`src/rtl/pslem_ram.sv`:
```
// generic simple dual-port ram, one write and one registered read port
// no dependencies
module pslem_ram #(
  parameter int WIDTH = 8,
  parameter int DEPTH = 16
) (
  input  logic                     clk,
  input  logic                     wr_en,
  input  logic [$clog2(DEPTH)-1:0] wr_addr,
  input  logic [WIDTH-1:0]         wr_data,
  input  logic                     rd_en,
  input  logic [$clog2(DEPTH)-1:0] rd_addr,
  output logic [WIDTH-1:0]         rd_data
);

  logic [WIDTH-1:0] mem [DEPTH];

  always_ff @(posedge clk) begin
    if (wr_en) begin
      mem[wr_addr] <= wr_data;
    end
    if (rd_en) begin
      rd_data <= mem[rd_addr];
    end
  end

endmodule

```
`config.mk`:
```
export PLATFORM = sky130hd
export DESIGN_NAME = pslem_ram
export DESIGN_NICKNAME = d
export VERILOG_FILES = /design/src/rtl/pslem_ram.sv
export SDC_FILE = /design/constraint.sdc
export NUM_CORES = 1
export LEC_CHECK = 0
export ABC_AREA = 1
export BUFFER_PORTS_ARGS = -buffer_cell sky130_fd_sc_hd__buf_2
export CAP_MARGIN = 20
export CORE_MARGIN = 2
export CORE_UTILIZATION = 40
export CTS_CLUSTER_SIZE = 12
export DETAILED_ROUTE_END_ITERATION = 6
export GPL_TIMING_DRIVEN = 0
export PLACE_DENSITY = 0.61
export RECOVER_POWER = 50
export SYNTH_ARGS = -nofsm -noshare
export SYNTH_HDL_FRONTEND = slang
export SYNTH_SLANG_ARGS = --single-unit
```
`constraint.sdc`:
```
create_clock -name clk -period 1.9 [get_ports clk]
set_input_delay 0.19 -clock clk [delete_from_list [all_inputs] [get_ports clk]]
set_output_delay 0.19 -clock clk [all_outputs]
set_load 0.01 [all_outputs]
```
* Word level (Yosys, flattened, before mapping)
Memories as Yosys holds them, arrays and structs flattened. A register that Yosys moved wholly into a read port is not among the register bits.
Index checks and enable logic that the tools add are counted.
** Cells by class
- $add $sub $neg :: 0
- Multipliers :: 0
- Div/mod/pow operators :: 0
- $lt $le $gt $ge :: 0
- Equality and inequality tests :: 0
- Shift-type cells :: 0
- Muxes and demuxes :: 2
- Bitwise gates (word level) :: 0
- Reduce and logical (&&, ||, !) cells :: 0
** Operators by type and width (count)
- two-way mux 1 bit :: 2
** Word-level totals
- Flip-flop bits (word level) :: 0
- Latch bits :: 0
- Memory bits (writable) :: 128
- Memory bits (read-only) :: 0
- Input bits :: 19
- Output and inout port bits :: 8
- Logic and storage cells :: 3
- Memories :: 1
** Memory list
- mem :: depth 16, width 8, read ports 1, clocked after Yosys merged registers in 1, wr ports 1, RTL line 16 : logic [WIDTH-1:0] mem [DEPTH];

* Longest topological paths before layout
- Depth after elaboration :: 2
- Depth in mapped cells :: 8
- Mapped depth without buffers :: 7

* Worst setup path after synthesis
Ideal clock, no wire load.
- Path type :: input to register
- Start :: input wr_addr[2]
- End :: memory mem[10][0], enable pin
- Library setup time :: 0.370 ns
- Arrival time :: 0.771 ns
- Required time :: 1.530 ns
- Path slack :: 0.759 ns
- Stages :: 2
- Path buffers :: 0
- Cell sequence :: nand3b_1 nor2_1
** RTL lines
- start: declaration :: RTL line 9 : input logic [$clog2(DEPTH)-1:0] wr_addr,
- end: declaration :: RTL line 16
No word-level cell before the write port.

* Final worst setup path
- Start :: input wr_addr[3]
- End :: memory mem[4][7], enable pin
No word-level cell before the write port.

==> results <==
- The synthesized netlist occupies a cell area of 0.00585 mm².
- The number of warning messages in the yosys log is 0.
- Broken down by cell family, the worst path's largest delay share belongs to simple AND/OR/NAND/NOR gates.
- The number of nets handed over by synthesis was 570.
- The sum of net half-perimeters after detailed placement is 9310 µm.
- Setup repair after global routing left no endpoint under its margin.
- For the worst setup path, the data required time is 1.95 ns.
- Pin placement for this block handled 27 I/O pins.
- VDD sags by at most 609 µV.
- Clock-pin slew was measured on the worst setup and hold paths at 0.05 ns.
- TritonCTS built the clock tree.
- After routing the design area is 0.00675 mm².
- The total setup violations reported at the end of the flow is 0.
- The die boundary width is 125 µm.
- Counting along the longest clock path gives a buffer depth of 2.
- The startpoint of the tightest hold check path is rd_en.
- The achievable clock frequency is 0.821 GHz.
- The fraction of synthesized cell area taken by the top area cell type is 69.8%.
- The cell type contributing the most total cell area after synthesis is sky130_fd_sc_hd__edfxtp_1.
- For this run, the total global-route usage over all layers was measured as 19.2%.
- Walking the worst path, the cells encountered are buf_2 -> nand3b_1 -> nor2_1.
- The sequential cells in the finished layout cover a total of 0.00408 mm².
- The slowest stage of the critical path is the sky130_fd_sc_hd__nor2_1 cell.
- The remaining number of nets flagged by the antenna check after routing is 0.
- In the layout the commonest cells are sky130_fd_sc_hd__nand2_1, sky130_fd_sc_hd__edfxtp_1, sky130_fd_sc_hd__inv_1.
- The largest single stage delay on the critical path is 0.72 ns.
- The internal reg-to-reg setup slack is 0.70 ns.
- The number of synthesized register bits is 136.
- The type of element launching the critical path is a primary input.
- In this run, post-CTS hold repair placed 0 buffers.
- The number of input and output port buffers inserted is 23.
- The worst slew margin relative to its limit is 33.5%.
- The post-synthesis to final-layout area growth is 15.4%.
- The area of the core is 0.0144 mm².
- The overall routed net length is 14000 µm.
- The reported max-cap violation count is 0.
- The number of antenna diodes in the final layout is 0.
- The count of final hold-check violations is 0.
- The initial antenna violation count is 0.
- Entering global routing, the biggest net connects 17 pins.
- The first global-routing pass estimated 21800 µm of wire.
- The tree is rooted in a sky130_fd_sc_hd__clkbuf_16.
- At the worst endpoint, the arrival time is 1.27 ns.
- The multi-input combinational cells in the finished layout cover a total of 0.00121 mm².
- The die covers 0.0156 mm².
- The gate count after technology mapping is 551.
- The via count of the first global-routing pass is 3859.
- The power per unit of standard cell area is 1040 mW/mm².
- The height of the die is 125 µm.
- The worst hold path terminates at rd_data[1]$_DFFE_PP_.
- After detailed routing, the average wire length per cell comes to 17.8 µm.
- The number of clock buffers added by TritonCTS is 17.
- The setup skew after layout is 0.00505 ns.
- Of all nets on the critical path, the largest fanout is 8.
- Leaving out fill and tap cells, the most frequent cell in the layout is sky130_fd_sc_hd__nand2_1.
- The detail-routed via count per cell is 4.89.
- The number of slew-limit violations in the final report is 0.
- In the final layout, the share of cells above drive strength 1 is 10.4%.
- After detailed routing, the number of remaining DRC violations is 0.
- Counting every sink on the clock net gives 136.
- The flow ran to the end, and the final reports show no timing, DRC or antenna violations.
- The worst register-to-register path ends at rd_data[5]$_DFFE_PP_.
- The number of cell rows is 44.
- The fraction of the cycle the final worst path needs is 64.1%.
- Sequential cells were found to cover 69.8% of the synthesized design area.
- In this run the cell area measured after placement is 0.00619 mm².
- The number of buffers and inverters on the critical path is 1.
- The worst reg-to-reg path cell count is 6.
- At the later pin of the worst-skew pair, clock insertion delay measures 0.43 ns.
- The congestion estimate from routability-driven global placement came to 0.855.
- The endpoint class of the critical path is a flop.
- The aggregate negative setup slack is 0 ns.
- The number of vias in the routed layout is 3861.
- The fill cell instance count of the final layout is 1383.
- The startpoint of the worst register-to-register path is mem[11][5]$_DFFE_PP_.
- In this run, the number of DRC markers left after iteration 0 of detailed routing was 420.
- The H-tree depth is 4.
- Summed over all cells, the static leakage comes to 0.00288 µW.
- At the pin with the least slew margin, the transition time is 0.998 ns.
- The distinct cell type count after synthesis is 11.
- The initial core utilization is 40.5%.
- The mean post-synth cell area is 10.6 µm².
- By area the synthesized netlist is led by sky130_fd_sc_hd__edfxtp_1, sky130_fd_sc_hd__nand2_1, sky130_fd_sc_hd__nand3_1, sky130_fd_sc_hd__inv_1, sky130_fd_sc_hd__buf_6.
- The classification of the worst-slack hold path is primary input to flop.
- The minimum clock period is 1.22 ns.
- After global routing the overflow that remains totals 0.
- Counting instances, the worst hold path has a depth of 1.
- The number of resized instances in the post-cts repair step is 0.
- For this run, the post-layout net count is 612.
- The total iterations of the first detailed-routing run is 5.
- The post-CTS setup-driven buffer insertion count is 0.
- The start-to-end type of the worst setup path is primary input to flop.
- The fraction of the core area covered by cells at the end of the flow is 46.8%.
-- stage by stage --
step                      std cells  setup slack (ns)  hold WS [ns]  power (µW)
after global placement          758             0.243         0.523        3890
after global routing            790             0.554         0.203        7260
after detailed placement        758             0.200         0.546        3900
final                           790             0.682         0.186        7050
after CTS                       790             0.648         0.105        7090
after floorplan                 551             0.759         0.289        3700
-- per-layer routing --
metal  GRT usage (%)  wire length, µm  part of all wire [%]  vias up
met5               0                0                     0        -
met4            8.56              345                   2.5        0
met3            6.01             1120                   8.0       25
met2            29.2             6420                    46      137
met1            25.4             6160                    44     1826
li1                -                -                     -     1873
-- final cells by class --
type | count | area share [%]
plain buffers | 24 | 2.47
well taps | 184 | 3.41
multi-input cells | 289 | 18.0
clock inverters | 12 | 1.97
flip-flops and latches | 136 | 60.5
inverters | 102 | 5.67
repair buffers | 23 | 1.52
clock buffers | 20 | 6.47
-- cell usage after synthesis, drive strengths merged --
master and count:
inv 102, edfxtp 136, buf 24, nor2 17
nand3 97, nand3b 2, nand2 173
-- cells by family (layout without fill, tap and decap cells) --
kind of cell / Yosys count / in the layout / share of synthesized area, %
buffers and inverters: 126 / 181 / 9.39
DFF: 136 / 136 / 69.8
and+or+nand+nor: 289 / 289 / 20.8
-- sequential cells by signal (all words and copies together) (netlist names) --
| register | cells |
|---|---|
| mem | 128 |
| rd_data | 8 |
-- power by group --
group	leakage [µW]	internal, µW	switching, µW
clock	0.000277	2030	1190
sequential	0.00124	3380	15.6
combinational	0.00136	123	311
total	0.00288	5540	1510
-- how the worst max path moves through the flow --
stage                     cells after the start              endpoint  slack, ns  startpoint
final                                         3   mem[4][7]$_DFFE_PP_       0.68  wr_addr[3]
after floorplan                               2  mem[10][0]$_DFFE_PP_       0.76  wr_addr[2]
after global routing                          3   mem[4][7]$_DFFE_PP_       0.55  wr_addr[3]
after detailed placement                      3   mem[4][5]$_DFFE_PP_       0.20  wr_addr[3]
after global placement                        3   mem[4][5]$_DFFE_PP_       0.24  wr_addr[3]
after CTS                                     3   mem[4][7]$_DFFE_PP_       0.65  wr_addr[3]
No activity file was read; power rests on OpenSTA's default activity.
